### src/rtl/ttwt_pkg.sv
// Shared constants for the thermal threshold wait table.
package ttwt_pkg;

    // Default sizing
    localparam int SLOTS_DEF    = 16;
    localparam int TAG_BITS_DEF = 8;

    // Fixed field widths
    localparam int OP_W     = 2;
    localparam int STATUS_W = 2;
    localparam int TAG_W    = 8;
    localparam int TEMP_W   = 16;
    localparam int MS_W     = 32;

    // Operation codes
    localparam logic [OP_W-1:0] OP_ADD  = 2'd0;
    localparam logic [OP_W-1:0] OP_SET  = 2'd1;
    localparam logic [OP_W-1:0] OP_TICK = 2'd2;
    localparam logic [OP_W-1:0] OP_OFF  = 2'd3;

    // Result status codes
    localparam logic [STATUS_W-1:0] STAT_DONE   = 2'd0;
    localparam logic [STATUS_W-1:0] STAT_QUEUED = 2'd1;
    localparam logic [STATUS_W-1:0] STAT_FULL   = 2'd2;

    // Temperature and timeout constants
    localparam logic [TEMP_W-1:0] OFF_TEMP   = 16'd2940;
    localparam logic [TEMP_W-1:0] ALARM_LO_0 = 16'h0000;
    localparam logic [TEMP_W-1:0] ALARM_HI_0 = 16'hFFFF;
    localparam logic [MS_W-1:0]   FOREVER_MS = 32'hFFFF_FFFF;

endpackage

### src/rtl/ttwt_ram.sv
// Generic single-write, single-read RAM with registered read data.
module ttwt_ram #(
    parameter int WIDTH = 8,
    parameter int DEPTH = 16,
    parameter int AW    = (DEPTH > 1) ? $clog2(DEPTH) : 1
) (
    input  logic             clk,
    input  logic             we,
    input  logic [AW-1:0]    waddr,
    input  logic [WIDTH-1:0] wdata,
    input  logic [AW-1:0]    raddr,
    output logic [WIDTH-1:0] rdata
);

    logic [WIDTH-1:0] mem [DEPTH];
    logic [WIDTH-1:0] rdata_reg;

    // Write port and registered read port
    always_ff @(posedge clk)
    begin
        if (we)
        begin
            mem[waddr] <= wdata;
        end
        rdata_reg <= mem[raddr];
    end

    assign rdata = rdata_reg;

endmodule

### src/rtl/thermal_threshold_wait_table_top.sv
// Top level of the thermal threshold wait table.
//
// Usage: a request is taken at a rising edge with start high and busy low.
// operation selects add, set temperature, millisecond tick or camera off.
// Results appear on the result ports for one cycle each, marked by
// result_valid; last flags the final result of a request. The receiver
// cannot hold results off, so the block never waits on the output side.
// Sequencing: an add that completes at once or is rejected gives its result
// in the cycle after the request, with busy staying low. A queued add or a
// set temperature that reaches an alarm runs a scan: an alarm pass over
// all SLOTS entries, the queued result of an add, then a retire pass when
// any entry completes. A tick first sweeps the countdowns, then scans if
// any countdown expired. The passes are set by the single read and single
// write port of the entry RAM, one entry per cycle. Camera off and plain
// set temperature leave busy low. Reset empties the table, sets the
// temperature to 2940 and the alarms to 0 and 65535; no clearing pass is
// needed.
module thermal_threshold_wait_table_top
    import ttwt_pkg::*;
#(
    parameter int SLOTS    = SLOTS_DEF,
    parameter int TAG_BITS = TAG_BITS_DEF
) (
    input  logic                clk,
    input  logic                rst_n,
    input  logic                start,
    output logic                busy,
    input  logic [OP_W-1:0]     operation,
    input  logic [TAG_W-1:0]    request_tag,
    input  logic [TEMP_W-1:0]   low_threshold,
    input  logic [TEMP_W-1:0]   high_threshold,
    input  logic [MS_W-1:0]     timeout_ms,
    input  logic [TEMP_W-1:0]   new_temperature,
    output logic                result_valid,
    output logic [STATUS_W-1:0] status,
    output logic [TAG_W-1:0]    done_tag,
    output logic [TEMP_W-1:0]   reported_temperature,
    output logic [TEMP_W-1:0]   lower_alarm,
    output logic [TEMP_W-1:0]   upper_alarm,
    output logic                last
);

    localparam int IDX_W  = (SLOTS > 1) ? $clog2(SLOTS) : 1;
    localparam int CNT_W  = $clog2(SLOTS + 1);
    localparam int TAG_CP = (TAG_BITS < TAG_W) ? TAG_BITS : TAG_W;

    // Entry layout: {tag, low, high, remaining, forever}
    localparam int E_W      = TAG_BITS + TEMP_W + TEMP_W + MS_W + 1;
    localparam int E_REM_LO = 1;
    localparam int E_HI_LO  = E_REM_LO + MS_W;
    localparam int E_LO_LO  = E_HI_LO + TEMP_W;
    localparam int E_TAG_LO = E_LO_LO + TEMP_W;

    // Sequencer states
    localparam logic [2:0] ST_IDLE  = 3'd0;
    localparam logic [2:0] ST_TICK  = 3'd1;
    localparam logic [2:0] ST_SCAN1 = 3'd2;
    localparam logic [2:0] ST_EMITQ = 3'd3;
    localparam logic [2:0] ST_SCAN2 = 3'd4;

    logic [2:0]          state_reg;
    logic [CNT_W-1:0]    cnt_reg;
    logic [SLOTS-1:0]    valid_reg;
    logic [TEMP_W-1:0]   temp_reg;
    logic [TEMP_W-1:0]   alarm_lo_reg;
    logic [TEMP_W-1:0]   alarm_hi_reg;
    logic [TEMP_W-1:0]   lo_acc_reg;
    logic [TEMP_W-1:0]   hi_acc_reg;
    logic                any_done_reg;
    logic [IDX_W-1:0]    last_idx_reg;
    logic                pend_q_reg;
    logic [TAG_W-1:0]    q_tag_reg;
    logic                expired_reg;

    logic                res_valid_reg;
    logic [STATUS_W-1:0] res_status_reg;
    logic [TAG_W-1:0]    res_tag_reg;
    logic [TEMP_W-1:0]   res_temp_reg;
    logic [TEMP_W-1:0]   res_lo_reg;
    logic [TEMP_W-1:0]   res_hi_reg;
    logic                res_last_reg;

    // RAM port signals
    logic                ram_we;
    logic [IDX_W-1:0]    ram_waddr;
    logic [E_W-1:0]      ram_wdata;
    logic [IDX_W-1:0]    ram_raddr;
    logic [E_W-1:0]      ram_rdata;

    ttwt_ram #(
        .WIDTH (E_W),
        .DEPTH (SLOTS),
        .AW    (IDX_W)
    ) u_ram (
        .clk   (clk),
        .we    (ram_we),
        .waddr (ram_waddr),
        .wdata (ram_wdata),
        .raddr (ram_raddr),
        .rdata (ram_rdata)
    );

    // Request decode
    logic                accept;
    logic [TAG_BITS-1:0] in_tag;
    logic [TAG_W-1:0]    in_tag_out;
    logic                add_now;
    logic                full;
    logic [IDX_W-1:0]    free_idx;
    logic                set_trig;

    assign accept = start && (state_reg == ST_IDLE);

    always_comb
    begin
        in_tag     = '0;
        in_tag_out = '0;
        for (int b = 0; b < TAG_CP; b++)
        begin
            in_tag[b]     = request_tag[b];
            in_tag_out[b] = request_tag[b];
        end
    end

    assign add_now = (temp_reg <= low_threshold) || (temp_reg >= high_threshold) ||
                     (timeout_ms == '0);
    assign full    = &valid_reg;
    assign set_trig = (new_temperature <= alarm_lo_reg) ||
                      (new_temperature >= alarm_hi_reg);

    // Lowest free slot
    always_comb
    begin
        free_idx = '0;
        for (int i = SLOTS - 1; i >= 0; i--)
        begin
            if (!valid_reg[i])
            begin
                free_idx = IDX_W'(i);
            end
        end
    end

    // Sweep position: data for entry cnt-1 arrives while cnt reads cnt
    logic                proc_on;
    logic [IDX_W-1:0]    proc_idx;
    logic                sweep_end;
    logic                ent_valid;
    logic [TAG_BITS-1:0] e_tag;
    logic [TEMP_W-1:0]   e_low;
    logic [TEMP_W-1:0]   e_high;
    logic [MS_W-1:0]     e_rem;
    logic                e_forever;
    logic                e_done;
    logic [TAG_W-1:0]    e_tag_out;

    assign proc_on   = (cnt_reg != '0);
    assign proc_idx  = IDX_W'(cnt_reg - CNT_W'(1));
    assign sweep_end = (cnt_reg == CNT_W'(SLOTS));
    assign ram_raddr = cnt_reg[IDX_W-1:0];
    assign ent_valid = proc_on && valid_reg[proc_idx];

    assign e_tag     = ram_rdata[E_TAG_LO +: TAG_BITS];
    assign e_low     = ram_rdata[E_LO_LO +: TEMP_W];
    assign e_high    = ram_rdata[E_HI_LO +: TEMP_W];
    assign e_rem     = ram_rdata[E_REM_LO +: MS_W];
    assign e_forever = ram_rdata[0];
    assign e_done    = (temp_reg <= e_low) || (temp_reg >= e_high) ||
                       (!e_forever && (e_rem == '0));

    always_comb
    begin
        e_tag_out = '0;
        for (int b = 0; b < TAG_CP; b++)
        begin
            e_tag_out[b] = e_tag[b];
        end
    end

    // Alarm pass accumulators
    logic [TEMP_W-1:0] lo_acc_next;
    logic [TEMP_W-1:0] hi_acc_next;
    logic              any_done_next;
    logic [IDX_W-1:0]  last_idx_next;

    always_comb
    begin
        lo_acc_next   = lo_acc_reg;
        hi_acc_next   = hi_acc_reg;
        any_done_next = any_done_reg;
        last_idx_next = last_idx_reg;
        if (ent_valid)
        begin
            if (e_done)
            begin
                any_done_next = 1'b1;
                last_idx_next = proc_idx;
            end
            else
            begin
                if (e_low > lo_acc_reg)
                begin
                    lo_acc_next = e_low;
                end
                if (e_high < hi_acc_reg)
                begin
                    hi_acc_next = e_high;
                end
            end
        end
    end

    // Countdown decrement during the tick sweep
    logic tick_dec;

    assign tick_dec = (state_reg == ST_TICK) && ent_valid && !e_forever && (e_rem != '0);

    // RAM write: new entry on a queued add, countdown on a tick
    always_comb
    begin
        ram_we    = 1'b0;
        ram_waddr = free_idx;
        ram_wdata = {in_tag, low_threshold, high_threshold, timeout_ms,
                     (timeout_ms == FOREVER_MS)};
        if (accept && (operation == OP_ADD) && !add_now && !full)
        begin
            ram_we = 1'b1;
        end
        else if (tick_dec)
        begin
            ram_we    = 1'b1;
            ram_waddr = proc_idx;
            ram_wdata = {e_tag, e_low, e_high, e_rem - MS_W'(1), e_forever};
        end
    end

    // Sequencer and state
    always_ff @(posedge clk or negedge rst_n)
    begin
        if (!rst_n)
        begin
            state_reg     <= ST_IDLE;
            cnt_reg       <= '0;
            valid_reg     <= '0;
            temp_reg      <= OFF_TEMP;
            alarm_lo_reg  <= ALARM_LO_0;
            alarm_hi_reg  <= ALARM_HI_0;
            lo_acc_reg    <= ALARM_LO_0;
            hi_acc_reg    <= ALARM_HI_0;
            any_done_reg  <= 1'b0;
            last_idx_reg  <= '0;
            pend_q_reg    <= 1'b0;
            q_tag_reg     <= '0;
            expired_reg   <= 1'b0;
            res_valid_reg <= 1'b0;
        end
        else
        begin
            res_valid_reg <= 1'b0;
            case (state_reg)
                ST_IDLE:
                begin
                    cnt_reg      <= '0;
                    lo_acc_reg   <= ALARM_LO_0;
                    hi_acc_reg   <= ALARM_HI_0;
                    any_done_reg <= 1'b0;
                    expired_reg  <= 1'b0;
                    if (accept)
                    begin
                        case (operation)
                            OP_ADD:
                            begin
                                if (add_now || full)
                                begin
                                    res_valid_reg <= 1'b1;
                                end
                                else
                                begin
                                    valid_reg[free_idx] <= 1'b1;
                                    q_tag_reg           <= in_tag_out;
                                    pend_q_reg          <= 1'b1;
                                    state_reg           <= ST_SCAN1;
                                end
                            end
                            OP_SET:
                            begin
                                temp_reg   <= new_temperature;
                                pend_q_reg <= 1'b0;
                                if (set_trig)
                                begin
                                    state_reg <= ST_SCAN1;
                                end
                            end
                            OP_TICK:
                            begin
                                state_reg <= ST_TICK;
                            end
                            OP_OFF:
                            begin
                                temp_reg <= OFF_TEMP;
                            end
                            default:
                            begin
                                state_reg <= ST_IDLE;
                            end
                        endcase
                    end
                end
                ST_TICK:
                begin
                    if (tick_dec && (e_rem == MS_W'(1)))
                    begin
                        expired_reg <= 1'b1;
                    end
                    if (sweep_end)
                    begin
                        cnt_reg    <= '0;
                        pend_q_reg <= 1'b0;
                        if (expired_reg || (tick_dec && (e_rem == MS_W'(1))))
                        begin
                            state_reg <= ST_SCAN1;
                        end
                        else
                        begin
                            state_reg <= ST_IDLE;
                        end
                    end
                    else
                    begin
                        cnt_reg <= cnt_reg + CNT_W'(1);
                    end
                end
                ST_SCAN1:
                begin
                    lo_acc_reg   <= lo_acc_next;
                    hi_acc_reg   <= hi_acc_next;
                    any_done_reg <= any_done_next;
                    last_idx_reg <= last_idx_next;
                    if (sweep_end)
                    begin
                        cnt_reg      <= '0;
                        alarm_lo_reg <= lo_acc_next;
                        alarm_hi_reg <= hi_acc_next;
                        if (pend_q_reg)
                        begin
                            state_reg <= ST_EMITQ;
                        end
                        else if (any_done_next)
                        begin
                            state_reg <= ST_SCAN2;
                        end
                        else
                        begin
                            state_reg <= ST_IDLE;
                        end
                    end
                    else
                    begin
                        cnt_reg <= cnt_reg + CNT_W'(1);
                    end
                end
                ST_EMITQ:
                begin
                    res_valid_reg <= 1'b1;
                    pend_q_reg    <= 1'b0;
                    state_reg     <= any_done_reg ? ST_SCAN2 : ST_IDLE;
                end
                ST_SCAN2:
                begin
                    if (ent_valid && e_done)
                    begin
                        valid_reg[proc_idx] <= 1'b0;
                        res_valid_reg       <= 1'b1;
                    end
                    if (sweep_end)
                    begin
                        cnt_reg   <= '0;
                        state_reg <= ST_IDLE;
                    end
                    else
                    begin
                        cnt_reg <= cnt_reg + CNT_W'(1);
                    end
                end
                default:
                begin
                    state_reg <= ST_IDLE;
                end
            endcase
        end
    end

    // Result payload
    always_ff @(posedge clk)
    begin
        case (state_reg)
            ST_IDLE:
            begin
                res_tag_reg  <= in_tag_out;
                res_lo_reg   <= alarm_lo_reg;
                res_hi_reg   <= alarm_hi_reg;
                res_last_reg <= 1'b1;
                if (add_now)
                begin
                    res_status_reg <= STAT_DONE;
                    res_temp_reg   <= temp_reg;
                end
                else
                begin
                    res_status_reg <= STAT_FULL;
                    res_temp_reg   <= '0;
                end
            end
            ST_EMITQ:
            begin
                res_status_reg <= STAT_QUEUED;
                res_tag_reg    <= q_tag_reg;
                res_temp_reg   <= '0;
                res_lo_reg     <= alarm_lo_reg;
                res_hi_reg     <= alarm_hi_reg;
                res_last_reg   <= !any_done_reg;
            end
            ST_SCAN2:
            begin
                res_status_reg <= STAT_DONE;
                res_tag_reg    <= e_tag_out;
                res_temp_reg   <= temp_reg;
                res_lo_reg     <= alarm_lo_reg;
                res_hi_reg     <= alarm_hi_reg;
                res_last_reg   <= (proc_idx == last_idx_reg);
            end
            default:
            begin
                res_status_reg <= res_status_reg;
            end
        endcase
    end

    // Port drive
    assign busy                 = (state_reg != ST_IDLE);
    assign result_valid         = res_valid_reg;
    assign status               = res_status_reg;
    assign done_tag             = res_tag_reg;
    assign reported_temperature = res_temp_reg;
    assign lower_alarm          = res_lo_reg;
    assign upper_alarm          = res_hi_reg;
    assign last                 = res_last_reg;

endmodule
### config.mk
export PLATFORM = sky130hd
export DESIGN_NAME = thermal_threshold_wait_table_top
export DESIGN_NICKNAME = d
export VERILOG_FILES = /design/src/rtl/ttwt_pkg.sv /design/src/rtl/ttwt_ram.sv /design/src/rtl/thermal_threshold_wait_table_top.sv
export SDC_FILE = /design/constraint.sdc
export NUM_CORES = 2
export LEC_CHECK = 0
export ABC_AREA = 1
export BUFFER_PORTS_ARGS = -buffer_cell sky130_fd_sc_hd__buf_2
export CAP_MARGIN = 15
export CORE_ASPECT_RATIO = 0.9
export CORE_MARGIN = 10
export CORE_UTILIZATION = 55
export CTS_CLUSTER_SIZE = 10
export DETAILED_ROUTE_END_ITERATION = 8
export PLACE_DENSITY = 0.73
export SYNTH_ARGS = -nofsm -noshare
export SYNTH_HDL_FRONTEND = slang
export SYNTH_SLANG_ARGS = --single-unit
### constraint.sdc
create_clock -name clk -period 7.8 [get_ports clk]
set_input_delay 0.39 -clock clk [delete_from_list [all_inputs] [get_ports clk]]
set_output_delay 0.39 -clock clk [all_outputs]
set_load 0.02 [all_outputs]
## Yosys cells after proc, flatten, opt, wreduce, memory -nomap -nowiden

Memory sizes are Yosys's and may differ from the RTL's. A register that Yosys moved wholly into a read port is not among the register bits.
Cells that the tools add are included.

| word-level totals | value |
|---|---|
| flip-flop bits (word level) | 179 |
| RAM bits | 1168 |
| bits of input ports | 93 |
| output and inout port bits | 61 |
| word-level logic and storage cells | 191 |
| memories kept | 1 |

Memories:

| memory | words | bits a word | read ports | clocked after Yosys merged registers in | write ports | RTL line | text |
|---|---|---|---|---|---|---|---|
| u_ram.mem | 16 | 73 | 1 | 1 | 1 | ttwt_ram.sv:15 | `logic [WIDTH-1:0] mem [DEPTH];` |

| operators by class | value |
|---|---|
| add/subtract/negate cells | 3 |
| magnitude comparators | 12 |
| eq/ne operators | 23 |
| multiplexer cells | 79 |
| bitwise operators | 4 |
| reduce and logical (&&, ||, !) cells | 49 |

Operators by type and width:

| cell | count |
|---|---|
| two-way mux 16 bit | 11 |
| two-way mux 73 bit | 2 |
| case mux 16 bit (2 select lines) | 4 |
| two-way mux 4 bit | 18 |
| zero test 32 bit | 2 |
| greater-or-equal comparator 16 bit | 3 |
| less-or-equal comparator 16 bit | 3 |
| case mux 16 bit (3 select lines) | 1 |
| equality test 32 x 1 -> 1 bit, second input constant | 1 |
| equality test 32 bit, second input constant | 1 |
| nonzero test 32 bit | 1 |
| subtractor 32 x 1 -> 32 bit, second input constant | 1 |
| two-way mux 3 bit | 9 |
| case mux 8 bit (3 select lines) | 1 |
| two-way mux 1 bit | 17 |
| AND 16 bit | 1 |
| > comparator 16 bit | 1 |
| less-than comparator 16 bit | 1 |
| NOT 16 bit | 1 |
| bitwise OR 16 bit | 1 |
| AND reduction 16 bit | 1 |
| case mux 3 bit (5 select lines) | 1 |
| logical AND 1 bit | 13 |
| != test 2 bit, second input constant | 6 |
| 38 further kinds | 69 |

## Longest topological paths before layout

| logic depth | value |
|---|---|
| depth in word-level cells | 25 |
| depth in mapped cells | 22 |
| depth with buffers taken out | 19 |

## Modules after synthesis

From an unflattened synthesis, not the netlist that was laid out.

| unflattened totals | value |
|---|---|
| cell total of the unflattened synthesis | 6505 |
| area total of the unflattened synthesis | 64926.0 µm² |

By module, submodules not included:

| module | instances | cells each | area an instance (µm²) | seq. area each (µm²) |
|---|---|---|---|---|
| ttwt_ram | 1 | 4798 | 51675.8 | 36535.0 |
| thermal_threshold_wait_table_top | 1 | 1707 | 13250.2 | 4824.6 |

## Worst setup path before layout

No wires, ideal clock.

| path | value |
|---|---|
| kind | flip-flop to flip-flop |
| from | reg cnt_reg[0] |
| to | mem u_ram.mem[0][0] in the netlist's numbering, enable pin |
| library setup time | 0.505 ns |
| arrival | 6.040 ns |
| data required time | 7.295 ns |
| path slack | 1.255 ns |
| stages on the path, launching flop included | 20 |
| path buffers | 6 |
| clock period less this slack | 6.545 ns |
| cells stage by stage | dfrtp_1 inv_2 buf_2 buf_2 clkbuf_1 clkbuf_1 ha_1 clkbuf_2 inv_1 nand2_1 o211ai_1 nand3_2 nand3_4 inv_4 nand2_4 buf_6 nand2_1 o21ai_2 nand3_2 nor2_1 |

| on the way | value |
|---|---|
| cells in the longest elaborated chain, start to end | 11 |
| elaborated cells between the ends (all ways) | 14 |
| those cells by class | 1 x add/sub; 8 x mux; 5 x reduce/logical |

RTL lines:

| what | RTL line | text |
|---|---|---|
| from (decl) | thermal_threshold_wait_table_top.sv:62 | `logic [CNT_W-1:0] cnt_reg;` |
| from (signal assigned) | thermal_threshold_wait_table_top.sv:330 | `cnt_reg <= cnt_reg + CNT_W'(1);` |
| from (signal assigned) | thermal_threshold_wait_table_top.sv:359 | `cnt_reg <= cnt_reg + CNT_W'(1);` |
| from (signal assigned) | thermal_threshold_wait_table_top.sv:382 | `cnt_reg <= cnt_reg + CNT_W'(1);` |
| subtractor 4 x 1 -> 4 bit (*) | thermal_threshold_wait_table_top.sv:158 | `assign proc_idx = IDX_W'(cnt_reg - CNT_W'(1));` |
| via proc_idx[0] | thermal_threshold_wait_table_top.sv:146 | `logic [IDX_W-1:0] proc_idx;` |
| binary-select mux 1 bit (select 4 bit) | thermal_threshold_wait_table_top.sv:161 | `assign ent_valid = proc_on && valid_reg[proc_idx];` |
| two-way mux 1 bit (not written as such) | thermal_threshold_wait_table_top.sv:161 |  |
| logical AND 1 bit | thermal_threshold_wait_table_top.sv:161 |  |
| logical AND 1 bit (3 in a row) | thermal_threshold_wait_table_top.sv:216 | `assign tick_dec = (state_reg == ST_TICK) && ent_valid && !e_forever && (e_rem != '0);` |
| two-way mux 1 bit | thermal_threshold_wait_table_top.sv:229 | `else if (tick_dec)` |
| two-way mux 1 bit | thermal_threshold_wait_table_top.sv:225 | `if (accept && (operation == OP_ADD) && !add_now && !full)` |
| two-way mux 1 bit | ttwt_ram.sv:21 | `if (we)` |
| two-way mux 1 bit (not written as such) | ttwt_ram.sv:23 | `mem[waddr] <= wdata;` |
| to (decl) | ttwt_ram.sv:15 |  |

The timed path passes the listed nets; every way through them passes the cells marked *. The select of a mux whose other input is x is not followed.

## Worst setup path in the final report

| path | value |
|---|---|
| from | reg cnt_reg[0] |
| to | mem u_ram.mem[11][39] in the netlist's numbering, enable pin |

| on the way | value |
|---|---|
| cells in the longest elaborated chain, start to end | 11 |
| elaborated cells between the ends (all ways) | 14 |
| those cells by class | 1 x add/sub; 8 x mux; 5 x reduce/logical |

RTL lines:

| what | RTL line |
|---|---|
| subtractor 4 x 1 -> 4 bit | thermal_threshold_wait_table_top.sv:158 |
| binary-select mux 1 bit (select 4 bit) | thermal_threshold_wait_table_top.sv:161 |
| two-way mux 1 bit (not written as such) | thermal_threshold_wait_table_top.sv:161 |
| logical AND 1 bit | thermal_threshold_wait_table_top.sv:161 |
| logical AND 1 bit (3 in a row) | thermal_threshold_wait_table_top.sv:216 |
| two-way mux 1 bit | thermal_threshold_wait_table_top.sv:229 |
| two-way mux 1 bit | thermal_threshold_wait_table_top.sv:225 |
| two-way mux 1 bit | ttwt_ram.sv:21 |
| two-way mux 1 bit (not written as such) | ttwt_ram.sv:23 |

Several ways; a longest one is shown, not always the timed one. The select of a mux whose other input is x is not followed.

==> results_dict.tcl <==
set metrics [dict create \
    status "finished clean" \
    synth.area.top_cells "edfxtp_1 (62%), nand2_1 (5.4%), o21ai_0 (3.9%)" \
    grt_pass1_vias 38900 \
    synth_top_area_frac 0.621 \
    largest_reg_flops 1168 \
    clockBufferDepth 3 \
    ctsHoldBuffers 22 \
    num-nets-final 5393 \
    hold_path_depth 3 \
    dp_hpwl_mm 89.0 \
    setup_viol 0 \
    areaGrowthSynthToFinish_pct 12.5 \
    syn_avg_cell_area_um2 11.9 \
    vias 40700 \
    r2r_start "cnt_reg[0]" \
    drt_iter0_markers 5574 \
    synth-seq-cells 1420 \
    p_leak_nw 24.7 \
    wire_per_inst_um 23.7 \
    min_path_type "in -> reg" \
    crit-reg2reg-capture "u_ram.mem[11][39]" \
    syn_area_um2 59400 \
    slew_violations 0 \
    p_per_area_nw_per_um2 354 \
    async_flop_share 0.0845 \
    cpMaxStageDelayCell "dfrtp_4" \
    synthTopCellsByCount "edfxtp_1 (1227), nand2_1 (852), o21ai_0 (467)" \
    initial_core_util 0.554 \
    htree_levels 4 \
    multiInputGateArea_um2 15500 \
    syn_nets 5222 \
    crit_chain "inv_8 -> ha_1 -> inv_1 -> nand3_1 -> nand3_1 -> nand3_2 -> nand3_4 -> inv_4 -> nand2_4 -> inv_2 -> buf_4 -> nand2_1 -> nand2_1 -> nand2_1 -> nor2_4 -> buf_4" \
    cts_tree "yes" \
    ys_types 55 \
    ff_latch_area_um2 41400 \
    cp-start-kind "register" \
    syn_inst 4991 \
    min_to "temp_reg[13]" \
    yosysWarnings 0 \
    drc 0 \
    power_mw 23.7 \
    drtPass1Iterations 7 \
    die_w_um 366 \
    relSlewSlack 0.195 \
    fin_crit_sh 0.766 \
    rsz0062_at_grt "false" \
    routed_wl_mm 159 \
    cts_sinks 1420 \
    routabilityCongestion 0.922 \
    fp-row-count 114 \
    fp.dieH_um 332 \
    final_layout_size_suffix_gt1_frac 0.106 \
    synth_edf_count 1227 \
    grt-ovfl-total 0 \
    clkLatencyLatePin_ns 0.77 \
    fmax_mhz 167 \
    viasPerCell 6.05 \
    grt_use_total 0.255 \
    synth_area_leader_cell "edfxtp_1" \
    floorplan.die_area_um2 122000 \
    reg2regPathDepth 16 \
    core-area_um2 107000 \
    port_buffers 153 \
    crit_family "simple AND/OR/NAND/NOR gates" \
    ant_nets 0 \
    worstPathArrival_ns 6.36 \
    cp-end-kind "register" \
    cpMostUsedCell "nand2_1" \
    critical_path.max_stage_delay_ns 0.92 \
    hold_viol 0 \
    maxCapViolations 0 \
    pin_count 154 \
    antenna_found_initial 2 \
    vdd_ir_drop_max_mv 0.355 \
    fillers 7968 \
    tightest_slew_ns 1.18 \
    cts_root_buffer "clkbuf_16" \
    crit_buf_inv 6 \
    diodes 0 \
    worstPathRequired_ns 8.18 \
    min_period_ns 5.97 \
    r2r_setup_slack_ns 1.83 \
    fin_skew_ns 0.0252 \
    clk_pin_slew_ns 0.05 \
    cts.repair.resized 0 \
    cts_buffers 161 \
    grt_max_degree 206 \
    path_max_fanout 127 \
    hp-start "new_temperature[13]" \
    hold_slack_ns 0.0336 \
    grt_pass1_wl_mm 240 \
    cts_setup_buffers 0 \
    criticalPathCategory "reg -> reg" \
    yosysMostFrequentCell "edfxtp_1" \
    fin_tns_setup_ns 0 \
    synthFlopType "edfxtp_1" \
    seq_area_frac_synth 0.697 \
]
## worst max-delay path by stage
stage               startpoint           endpoint  slack (ns)  depth (start not counted)
finish              cnt_reg[0]  u_ram.mem[11][39]        1.83                         16
global route        cnt_reg[0]   u_ram.mem[1][19]        1.62                         16
CTS                 cnt_reg[0]   u_ram.mem[1][19]        2.00                         16
detailed placement  cnt_reg[0]   u_ram.mem[1][14]        2.03                         16
global placement    cnt_reg[0]   u_ram.mem[1][14]        2.09                         16
floorplan           cnt_reg[0]    u_ram.mem[0][0]        1.26                         19
## kinds of logic after synthesis
family	after synthesis	synth area share
buffers and inverters	661	0.0444
XOR/XNOR	30	0.00443
adder cells (fa/ha/maj)	138	0.0291
AO/OA/AOI/OAI	1177	0.116
AND/OR/NAND/NOR	1565	0.110
flip-flops	1420	0.697
## routing by layer
layer	track usage	up-vias	share of wire
met5	0	-	0
met4	0.0874	0	0.030
met3	0.0418	317	0.10
met2	0.400	2394	0.46
met1	0.360	19700	0.40
li1	-	18300	-
## where the power goes
part	switching (mW)	total (mW)	leakage (nW)	internal [mW]
Combinational	5.02	7.04	9.27	2.02
Sequential	0.644	9.79	13.2	9.15
Clock	2.94	6.82	2.23	3.87
## placed cells by master, fill, tap and decap left out, types with 95 or more instances in the layout
| master | synthesis | layout |
|---|---|---|
| a21oi_1 | 269 | 268 |
| inv_1 | 377 | 376 |
| nand2_1 | 852 | 852 |
| nand3_1 | 199 | 199 |
| o21ai_0 | 467 | 463 |
| o22ai_1 | 118 | 118 |
| ha_1 | 138 | 138 |
| clkbuf_1 | 170 | 102 |
| clkbuf_16 | 0 | 161 |
| o2111ai_1 | 114 | 114 |
| o21ai_1 | 92 | 95 |
| edfxtp_1 | 1227 | 1227 |
| buf_2 | 70 | 152 |
| nor2_1 | 398 | 380 |
## final cells by class
cell class | count | share of cell area
Clock inverter | 16 | 0.00397
Sequential cell | 1420 | 0.619
Multi-Input combinational cell | 2910 | 0.232
Inverter | 394 | 0.0226
Timing Repair Buffer | 275 | 0.0289
Clock buffer | 263 | 0.0660
Tap cell | 1450 | 0.0271
## worst register-to-register path: cells and delay by family (launching register included)
family / cells / cell delay (ns)
adders and majority gates: 1 / 0.78
buffers and inverters: 6 / 1.92
and+or+nand+nor: 9 / 1.96
DFF: 1 / 0.92
## per-stage QoR
| step | util | cells | instance area, µm² | worst slack, ns |
|---|---|---|---|---|
| after floorplan | - | 4991 | 59400 | 1.26 |
| after global placement | 0.576 | 6409 | 61800 | 2.09 |
| after detailed placement | 0.576 | 6411 | 61800 | 2.03 |
| after CTS | 0.622 | 6712 | 66700 | 2.00 |
| after global routing | 0.623 | 6728 | 66800 | 1.62 |
| final | 0.623 | 6728 | 66800 | 1.83 |
No activity file was read; power rests on OpenSTA's default activity.
